### src/rtl/core/pps_drift_tracker_top_macros.svh
// Assertion helpers for the drift tracker; every check samples on clock
// and is switched off while reset is high.
`ifndef PPS_DRIFT_TRACKER_TOP_MACROS_SVH
`define PPS_DRIFT_TRACKER_TOP_MACROS_SVH

// Same-cycle implication
`define PDT_ASSERT_NOW(label, cond, prop, msg) \
   label: assert property (@(posedge clock) disable iff (reset) (cond) |-> (prop)) \
      else $error(msg);

// Next-cycle implication
`define PDT_ASSERT_NEXT(label, cond, prop, msg) \
   label: assert property (@(posedge clock) disable iff (reset) (cond) |=> (prop)) \
      else $error(msg);

`endif

### src/rtl/core/pdt_pkg.sv
`timescale 1ns / 1ps

package pdt_pkg;

   // Lock counter defaults
   localparam int LOCK_MAX_DEF   = 5;
   localparam int LOCK_LEVEL_DEF = 3;

   // Field widths
   localparam int TIME_W  = 64;
   localparam int ERR_W   = 24;
   localparam int ACC_W   = 40;
   localparam int FRAC_W  = 16;
   localparam int ALPHA_W = 17;
   localparam int THR_W   = 16;
   localparam int CFG_W   = 32;
   localparam int LVL_OUT_W = 3;

   // Register reset values
   localparam logic [CFG_W-1:0]   EXPECTED_RST = 32'd1000000;
   localparam logic [THR_W-1:0]   THRESHOLD_RST = 16'd5;
   localparam logic [CFG_W-1:0]   TIMEOUT_RST = 32'd3000000;
   localparam logic [ALPHA_W-1:0] ALPHA_RST = 17'd13107;

   // Saturation limits
   localparam logic signed [ERR_W-1:0] ERR_MAX = 24'sh7FFFFF;
   localparam logic signed [ERR_W-1:0] ERR_MIN = 24'sh800000;
   localparam logic signed [ACC_W-1:0] ACC_MAX = 40'sh7FFFFFFFFF;
   localparam logic signed [ACC_W-1:0] ACC_MIN = 40'sh8000000000;

   // Request opcodes
   localparam logic OP_EDGE = 1'b0;
   localparam logic OP_TICK = 1'b1;

   // Register indexes
   typedef enum logic [1:0] {
      CSR_EXPECTED_INTERVAL = 2'd0,
      CSR_LOCK_THRESHOLD    = 2'd1,
      CSR_TIMEOUT           = 2'd2,
      CSR_ALPHA             = 2'd3
   } csr_index_type;

   // Request after the edge stage
   typedef struct packed {
      logic                    opcode;
      logic [TIME_W-1:0]       time_us;
      logic signed [ERR_W-1:0] err;
      logic                    err_valid;
      logic                    near;
   } item_type;

endpackage

### src/rtl/core/pdt_edge_stage.sv
`timescale 1ns / 1ps

module pdt_edge_stage (
   input  logic                               clock,
   input  logic                               reset,
   input  logic                               req_valid,
   output logic                               req_ready,
   input  logic                               req_opcode,
   input  logic [pdt_pkg::TIME_W-1:0]         req_time_us,
   input  logic [pdt_pkg::CFG_W-1:0]          expected_interval_us,
   input  logic [pdt_pkg::THR_W-1:0]          lock_threshold_ppm,
   output logic                               item_valid,
   output pdt_pkg::item_type                  item,
   input  logic                               item_take
);

   logic [pdt_pkg::TIME_W-1:0] edge_time_ff, edge_time_in;
   logic                       have_edge_ff, have_edge_in;
   logic                       item_valid_ff, item_valid_in;
   pdt_pkg::item_type          item_ff, item_in;

   logic                              accept;
   logic                              is_edge;
   logic                              err_valid;
   logic [pdt_pkg::TIME_W-1:0]        interval;
   logic [pdt_pkg::TIME_W:0]          diff;
   logic signed [pdt_pkg::ERR_W-1:0]  err;
   logic [pdt_pkg::ERR_W-1:0]         mag;

   assign req_ready  = !item_valid_ff || item_take;
   assign item_valid = item_valid_ff;
   assign item       = item_ff;

   // Interval error against the nominal spacing, saturated to 24 bits
   always_comb begin
      accept    = req_valid && req_ready;
      is_edge   = (req_opcode == pdt_pkg::OP_EDGE);
      err_valid = is_edge && have_edge_ff;
      interval  = req_time_us - edge_time_ff;
      diff      = {1'b0, interval} - {33'b0, expected_interval_us};
      if (!diff[pdt_pkg::TIME_W]) begin
         err = (|diff[63:23]) ? pdt_pkg::ERR_MAX : $signed(diff[23:0]);
      end else begin
         err = (&diff[64:23]) ? $signed(diff[23:0]) : pdt_pkg::ERR_MIN;
      end
      if (!err_valid) begin
         err = '0;
      end
      mag = err[23] ? (~err + 24'd1) : err;
   end

   // Track the last edge and load the stage register
   always_comb begin
      edge_time_in  = edge_time_ff;
      have_edge_in  = have_edge_ff;
      item_valid_in = item_valid_ff;
      item_in       = item_ff;
      if (item_take) begin
         item_valid_in = 1'b0;
      end
      if (accept) begin
         item_valid_in     = 1'b1;
         item_in.opcode    = req_opcode;
         item_in.time_us   = req_time_us;
         item_in.err       = err;
         item_in.err_valid = err_valid;
         item_in.near      = (mag < {8'b0, lock_threshold_ppm});
         if (is_edge) begin
            edge_time_in = req_time_us;
            have_edge_in = 1'b1;
         end
      end
   end

   always_ff @(posedge clock) begin
      if (reset) begin
         have_edge_ff  <= 1'b0;
         item_valid_ff <= 1'b0;
      end else begin
         have_edge_ff  <= have_edge_in;
         item_valid_ff <= item_valid_in;
      end
   end

   always_ff @(posedge clock) begin
      edge_time_ff <= edge_time_in;
      item_ff      <= item_in;
   end

endmodule

### src/rtl/core/pdt_filter_stage.sv
`timescale 1ns / 1ps

module pdt_filter_stage #(
   parameter int LOCK_MAX   = pdt_pkg::LOCK_MAX_DEF,
   parameter int LOCK_LEVEL = pdt_pkg::LOCK_LEVEL_DEF
) (
   input  logic                                  clock,
   input  logic                                  reset,
   input  logic                                  item_valid,
   input  pdt_pkg::item_type                     item,
   output logic                                  item_take,
   input  logic [pdt_pkg::CFG_W-1:0]             timeout_us,
   input  logic [pdt_pkg::ALPHA_W-1:0]           alpha_q16,
   output logic                                  rsp_valid,
   input  logic                                  rsp_ready,
   output logic signed [pdt_pkg::ACC_W-1:0]      rsp_correction_q16,
   output logic                                  rsp_locked,
   output logic [pdt_pkg::LVL_OUT_W-1:0]         rsp_lock_level,
   output logic signed [pdt_pkg::ERR_W-1:0]      rsp_edge_error_ppm,
   output logic                                  rsp_error_valid
);

   localparam int CNT_W = $clog2(LOCK_MAX + 1);
   localparam int CMP_W = CNT_W + 4;
   localparam int EXT_W = CNT_W + pdt_pkg::LVL_OUT_W;

   logic signed [pdt_pkg::ACC_W-1:0]  acc_ff, acc_in;
   logic [CNT_W-1:0]                  cnt_ff, cnt_in;
   logic [pdt_pkg::TIME_W-1:0]        last_upd_ff, last_upd_in;

   logic                              rsp_valid_ff, rsp_valid_in;
   logic signed [pdt_pkg::ACC_W-1:0]  rsp_corr_ff;
   logic                              rsp_locked_ff, rsp_locked_in;
   logic [pdt_pkg::LVL_OUT_W-1:0]     rsp_level_ff, rsp_level_in;
   logic signed [pdt_pkg::ERR_W-1:0]  rsp_err_ff;
   logic                              rsp_err_valid_ff;

   logic signed [24:0]                sh;
   logic signed [17:0]                alpha_s;
   logic signed [42:0]                p_hi;
   logic [32:0]                       p_lo;
   logic signed [43:0]                delta;
   logic signed [43:0]                acc_diff;
   logic signed [pdt_pkg::ACC_W-1:0]  acc_sat;
   logic [pdt_pkg::TIME_W-1:0]        since;
   logic                              expired;
   logic [EXT_W-1:0]                  cnt_ext;

   assign item_take = item_valid && (!rsp_valid_ff || rsp_ready);

   // IIR step: acc - floor(alpha * (acc + err*2^16) / 2^16), split at the Q16 point
   always_comb begin
      sh       = {acc_ff[39], acc_ff[39:16]} + {item.err[23], item.err};
      alpha_s  = {1'b0, alpha_q16};
      p_hi     = alpha_s * sh;
      p_lo     = {16'b0, alpha_q16} * {17'b0, acc_ff[15:0]};
      delta    = {p_hi[42], p_hi} + {27'b0, p_lo[32:16]};
      acc_diff = {{4{acc_ff[39]}}, acc_ff} - delta;
      if (acc_diff[43:39] == 5'b00000 || acc_diff[43:39] == 5'b11111) begin
         acc_sat = acc_diff[39:0];
      end else begin
         acc_sat = acc_diff[43] ? pdt_pkg::ACC_MIN : pdt_pkg::ACC_MAX;
      end
      since   = item.time_us - last_upd_ff;
      expired = (since > {32'b0, timeout_us});
   end

   // Update filter, lock counter and timeout state
   always_comb begin
      acc_in      = acc_ff;
      cnt_in      = cnt_ff;
      last_upd_in = last_upd_ff;
      if (item_take) begin
         if (item.opcode == pdt_pkg::OP_EDGE) begin
            if (item.err_valid) begin
               acc_in      = acc_sat;
               last_upd_in = item.time_us;
               if (item.near) begin
                  if (cnt_ff < CNT_W'(LOCK_MAX)) begin
                     cnt_in = cnt_ff + CNT_W'(1);
                  end
               end else if (cnt_ff != '0) begin
                  cnt_in = cnt_ff - CNT_W'(1);
               end
            end
         end else if (expired) begin
            acc_in = '0;
            cnt_in = '0;
         end
      end
      cnt_ext       = EXT_W'(cnt_in);
      rsp_level_in  = cnt_ext[pdt_pkg::LVL_OUT_W-1:0];
      rsp_locked_in = ({4'b0, cnt_in} >= CMP_W'(LOCK_LEVEL));
      rsp_valid_in  = item_take || (rsp_valid_ff && !rsp_ready);
   end

   always_ff @(posedge clock) begin
      if (reset) begin
         acc_ff       <= '0;
         cnt_ff       <= '0;
         last_upd_ff  <= '0;
         rsp_valid_ff <= 1'b0;
      end else begin
         acc_ff       <= acc_in;
         cnt_ff       <= cnt_in;
         last_upd_ff  <= last_upd_in;
         rsp_valid_ff <= rsp_valid_in;
      end
   end

   // Hold the result until taken
   always_ff @(posedge clock) begin
      if (item_take) begin
         rsp_corr_ff      <= acc_in;
         rsp_locked_ff    <= rsp_locked_in;
         rsp_level_ff     <= rsp_level_in;
         rsp_err_ff       <= item.err;
         rsp_err_valid_ff <= item.err_valid;
      end
   end

   assign rsp_valid          = rsp_valid_ff;
   assign rsp_correction_q16 = rsp_corr_ff;
   assign rsp_locked         = rsp_locked_ff;
   assign rsp_lock_level     = rsp_level_ff;
   assign rsp_edge_error_ppm = rsp_err_ff;
   assign rsp_error_valid    = rsp_err_valid_ff;

endmodule

### src/rtl/core/pps_drift_tracker_top.sv
`timescale 1ns / 1ps
// Channel | Direction | Handshake          | Payload
// req     | in        | req_valid/ready    | req_opcode, req_time_us
// rsp     | out       | rsp_valid/ready    | correction, lock state, edge error
// csr     | in        | csr_wr_en          | csr_addr, csr_wdata (no read-back)
//
// One request per cycle sustained while rsp_ready stays high; each result passes
// the edge stage register, then the filter and result registers, before it is
// offered and can be taken.
// The correction, lock counter and last-update time each loop on their own
// register in the filter stage; the correction path runs through multipliers.
// Reset is synchronous, active high; state and settings reset, data regs do not.
// A stalled rsp holds its result; one more request parks in the edge stage,
// then req_ready drops.

module pps_drift_tracker_top #(
   parameter int LOCK_MAX   = pdt_pkg::LOCK_MAX_DEF,
   parameter int LOCK_LEVEL = pdt_pkg::LOCK_LEVEL_DEF
) (
   input  logic                                  clock,
   input  logic                                  reset,
   input  logic                                  req_valid,
   output logic                                  req_ready,
   input  logic                                  req_opcode,
   input  logic [pdt_pkg::TIME_W-1:0]            req_time_us,
   output logic                                  rsp_valid,
   input  logic                                  rsp_ready,
   output logic signed [pdt_pkg::ACC_W-1:0]      rsp_correction_q16,
   output logic                                  rsp_locked,
   output logic [pdt_pkg::LVL_OUT_W-1:0]         rsp_lock_level,
   output logic signed [pdt_pkg::ERR_W-1:0]      rsp_edge_error_ppm,
   output logic                                  rsp_error_valid,
   input  logic                                  csr_wr_en,
   input  logic [1:0]                            csr_addr,
   input  logic [pdt_pkg::CFG_W-1:0]             csr_wdata
);

   logic [pdt_pkg::CFG_W-1:0]   expected_ff, expected_in;
   logic [pdt_pkg::THR_W-1:0]   threshold_ff, threshold_in;
   logic [pdt_pkg::CFG_W-1:0]   timeout_ff, timeout_in;
   logic [pdt_pkg::ALPHA_W-1:0] alpha_ff, alpha_in;

   logic              item_valid;
   logic              item_take;
   pdt_pkg::item_type item;

   // Decode register writes
   always_comb begin
      expected_in  = expected_ff;
      threshold_in = threshold_ff;
      timeout_in   = timeout_ff;
      alpha_in     = alpha_ff;
      if (csr_wr_en) begin
         case (pdt_pkg::csr_index_type'(csr_addr))
            pdt_pkg::CSR_EXPECTED_INTERVAL: expected_in  = csr_wdata;
            pdt_pkg::CSR_LOCK_THRESHOLD:    threshold_in = csr_wdata[pdt_pkg::THR_W-1:0];
            pdt_pkg::CSR_TIMEOUT:           timeout_in   = csr_wdata;
            pdt_pkg::CSR_ALPHA:             alpha_in     = csr_wdata[pdt_pkg::ALPHA_W-1:0];
            default: begin
            end
         endcase
      end
   end

   always_ff @(posedge clock) begin
      if (reset) begin
         expected_ff  <= pdt_pkg::EXPECTED_RST;
         threshold_ff <= pdt_pkg::THRESHOLD_RST;
         timeout_ff   <= pdt_pkg::TIMEOUT_RST;
         alpha_ff     <= pdt_pkg::ALPHA_RST;
      end else begin
         expected_ff  <= expected_in;
         threshold_ff <= threshold_in;
         timeout_ff   <= timeout_in;
         alpha_ff     <= alpha_in;
      end
   end

   pdt_edge_stage u_edge (
      .clock                (clock),
      .reset                (reset),
      .req_valid            (req_valid),
      .req_ready            (req_ready),
      .req_opcode           (req_opcode),
      .req_time_us          (req_time_us),
      .expected_interval_us (expected_ff),
      .lock_threshold_ppm   (threshold_ff),
      .item_valid           (item_valid),
      .item                 (item),
      .item_take            (item_take)
   );

   pdt_filter_stage #(
      .LOCK_MAX   (LOCK_MAX),
      .LOCK_LEVEL (LOCK_LEVEL)
   ) u_filter (
      .clock              (clock),
      .reset              (reset),
      .item_valid         (item_valid),
      .item               (item),
      .item_take          (item_take),
      .timeout_us         (timeout_ff),
      .alpha_q16          (alpha_ff),
      .rsp_valid          (rsp_valid),
      .rsp_ready          (rsp_ready),
      .rsp_correction_q16 (rsp_correction_q16),
      .rsp_locked         (rsp_locked),
      .rsp_lock_level     (rsp_lock_level),
      .rsp_edge_error_ppm (rsp_edge_error_ppm),
      .rsp_error_valid    (rsp_error_valid)
   );

`include "pps_drift_tracker_top_macros.svh"

   // Lock flag follows the counter it reports
   `PDT_ASSERT_NOW(a_lock_flag, rsp_valid,
                   rsp_locked == (int'(rsp_lock_level) >= LOCK_LEVEL),
                   "lock flag disagrees with lock level")
   // No error value leaks out on ticks or the first edge
   `PDT_ASSERT_NOW(a_err_zero, rsp_valid && !rsp_error_valid,
                   rsp_edge_error_ppm == '0,
                   "error nonzero without a measured interval")
   // A taken result with nothing behind it leaves the output empty
   `PDT_ASSERT_NEXT(a_rsp_drain, rsp_valid && rsp_ready && !item_valid,
                    !rsp_valid,
                    "result repeated after it was taken")

endmodule

### config.mk
export PLATFORM = sky130hd
export DESIGN_NAME = pps_drift_tracker_top
export DESIGN_NICKNAME = d
export VERILOG_FILES = /design/src/rtl/core/pdt_pkg.sv /design/src/rtl/core/pdt_edge_stage.sv /design/src/rtl/core/pdt_filter_stage.sv /design/src/rtl/core/pps_drift_tracker_top.sv
export VERILOG_INCLUDE_DIRS = /design/src /design/src/rtl/core
export SDC_FILE = /design/constraint.sdc
export NUM_CORES = 2
export LEC_CHECK = 0
export BUFFER_PORTS_ARGS = -buffer_cell sky130_fd_sc_hd__buf_2
export CAP_MARGIN = 20
export CORE_AREA = 8 8 370 516
export CTS_BUF_LIST = sky130_fd_sc_hd__clkbuf_16
export DETAILED_ROUTE_END_ITERATION = 10
export DIE_AREA = 0 0 378 524
export GPL_ROUTABILITY_DRIVEN = 0
export PLACE_DENSITY = 0.44
export SETUP_SLACK_MARGIN = 0.02
export SYNTH_ARGS = -nofsm -noshare
export SYNTH_HDL_FRONTEND = slang
export SYNTH_SLANG_ARGS = --single-unit
### constraint.sdc
create_clock -name clock -period 18.75 [get_ports clock]
set_clock_uncertainty 0.15 [all_clocks]
set_input_delay 2.8125 -clock clock [delete_from_list [all_inputs] [get_ports clock]]
set_output_delay 2.8125 -clock clock [all_outputs]
set_load 0.1 [all_outputs]
==> flow_summary.yaml <==
outcome:
  status: "finished clean"
clocking:
  cts_tree: "done"
  postCtsSetupBuffers: 0
  cts-resized-gates: 0
  root_buffer: "clkbuf_16"
  clk_latency_ps: 700
  clockBufferDepth: 3
  clk_pin_slew_worst_paths_ps: 60
  cts_hold_buffers: 0
  numCtsBuffers: 53
  htreeDepth: 2
  clock_sinks: 431
grt:
  grt_overflow: 0
  antenna_found_initial: 3
  grt_pass1_vias: 45831
  grt_max_degree: 81
  grt_pass1_wl_um: 280000
  grt_usage_pct: 18.4
sta:
  slew_violations: 0
  worst_slack_ps: 1970
  slew_headroom_pct: 22.8
  finalHoldViolations: 0
  worst_pin_slew_ps: 1160
  timing.hold.ws_ps: 303
  tns_ps: 0
  fin_crit_sh_pct: 89.5
  rsz0062_at_grt: "false"
  min_period_ps: 16780
  setup_viol: 0
  timing.fmax_ghz: 0.0596
placement:
  hpwl_um: 147000
  dp_slack_ps: 2100
  port_buffers: 174
setup_path:
  critPathKind: "reg -> reg"
  crit_path_frequent_cell: "inv_1"
  crit_fanout: 17
  startpoint_type: "flip-flop"
  critPathMaxStageDelay_ps: 910
  cp_slowest_cell: "o31ai_1"
  critPathRequiredTime_ps: 19150
  crit_buf_inv: 14
  arrival_ps: 17180
  endpoint_kind: "flip-flop"
  cpLargestDelayFamily: "compound AO/OA/AOI/OAI gates"
cells_and_area:
  drive_gt1_share_pct: 6.94
  final_util_pct: 32.8
  area_delta_synth_final_pct: 9.80
  final_nets: 7527
  mostFrequentLayoutCells: "1003 x inv_1, 862 x nand2_1, 706 x fa_1"
  layout_commonest_cell: "inv_1"
drt:
  drt-total-wl_um: 184000
  vias: 42985
  drcViolationCount: 0
  antenna_left: 0
  drt-pass1-iter-count: 5
  drt-initial-drc-count: 2140
  viasPerCell: 4.92
  wl_per_cell_um: 21.0
flow_run:
  maxCapViolCount: 0
floorplan:
  rows: 186
  die-area_sq_um: 198000
  die_h_um: 524
  initial_core_util_pct: 29.9
  core_area_sq_um: 183000
  num_io_pins: 175
  die_w_um: 378
synth:
  syn_area_per_cell_sq_um: 8.81
  syn_area_sq_um: 54600
  ys_ff_latch: 431
  syn_nets: 7472
  seq_area_frac_synth_pct: 19.9
  synth-edff-count: 224
  synth_cell_types: 116
  ys_async_sr_fraction_pct: 0
  ys.flop_type: "edfxtp_1"
  synth_warnings: 0
  netlist_instances: 6199
min_path:
  hp-class: "reg -> reg"
[routing by layer]
metal / part of all wire [%] / vias to the layer above / global-route usage [%]
met3: 4.7 / 267 / 2.91
li1: - / 20333 / -
met5: 0 / - / 0
met2: 53 / 899 / 35.3
met4: 3.0 / 0 / 4.87
met1: 39 / 21486 / 21.1
[worst reg2reg max path, delay by kind of cell, from the launching register on]
kind / cells / cell delay [ps]
adders and majority gates: 14 / 5830
AOI/OAI and AO/OA: 20 / 5900
DFF: 1 / 850
xor gates and xnor gates: 1 / 160
buffers and inverters: 14 / 1420
and+or+nand+nor: 10 / 2310
[kinds of logic (layout without fill, tap and decap cells)]
kind of cell | Yosys count | after routing | synth area share, %
mux | 11 | 11 | 0.204
simple gates | 1965 | 1965 | 17.4
fa+ha+maj | 1169 | 1169 | 36.5
compound gates | 1145 | 1145 | 13.5
other cells | 0 | 1 | 0
buf+inv | 1254 | 1354 | 8.88
xor+xnor | 224 | 224 | 3.63
flops | 431 | 431 | 19.9
[synthesized netlist by cell type, types with 11 or more instances]
cell type	number	area, sq um
inv_1	993	3730
nand2_1	863	3240
fa_1	706	14100
ha_1	463	5790
a21oi_1	434	2170
and2_1	358	2240
nor2_1	276	1040
clkbuf_1	225	845
edfxtp_1	224	6730
dfxtp_1	207	4140
o21ai_0	155	776
xnor2_1	149	1310
a21o_1	127	953
nor3_1	90	450
xor2_1	74	648
o21a_1	67	503
nand3_1	66	330
nand4_1	58	363
nor2b_1	48	300
o21bai_1	43	323
o211ai_1	37	278
nand2b_1	36	225
and3_1	33	206
a211oi_1	31	233
or3_1	25	156
nor4_1	23	144
o31ai_1	23	173
a31oi_1	22	138
o21ai_1	20	100
a211o_1	13	114
and4_1	13	114
a21boi_0	12	90.1
a31o_2	11	96.3
o2111ai_1	11	96.3
or2_2	11	68.8
[worst paths after layout]
kind / cells after the start / end / slack [ps] / start
worst max-delay path: 59 / u_filter.rsp_correction_q16[19] / 1970 / alpha_ff[0]
worst min-delay path: 2 / u_filter.last_upd_ff[11] / 300 / u_filter.last_upd_ff[11]
worst max register to register: 59 / u_filter.rsp_correction_q16[19] / 1970 / alpha_ff[0]
worst min register to register: 2 / u_filter.last_upd_ff[11] / 300 / u_filter.last_upd_ff[11]
[state kept, by name (all words and copies together) (netlist names), 3 cells and up]
signal / cells
timeout_ff: 32
u_filter.rsp_correction_q16: 40
threshold_ff: 16
u_filter.last_upd_ff: 64
u_filter.rsp_edge_error_ppm: 24
u_edge.item: 91
alpha_ff: 17
u_edge.edge_time_ff: 64
expected_ff: 32
u_filter.rsp_lock_level: 3
u_filter.cnt_ff: 3
u_filter.acc_ff: 40
[cell type report]
cell class | instances | area (sq um)
Clock buffer | 53 | 1330
Sequential cell | 431 | 10900
Tap cell | 2444 | 3060
Clock inverter | 47 | 462
Multi-Input combinational cell | 4514 | 39000
Fill cell | 19303 | 123000
Inverter | 996 | 3740
Timing Repair Buffer | 258 | 1530
Antenna cell | 1 | 2.50
[per-stage QoR]
stage | std cells | cell area (sq um)
detailed placement | 8643 | 58200
CTS | 8743 | 59900
global placement | 8643 | 58200
global route | 8743 | 59900
finish | 8744 | 60000
floorplan | 6199 | 54600
Power is left out: the tool's default activity adds up to more than one toggle a clock period on the data nets, which glitch-free logic cannot reach.
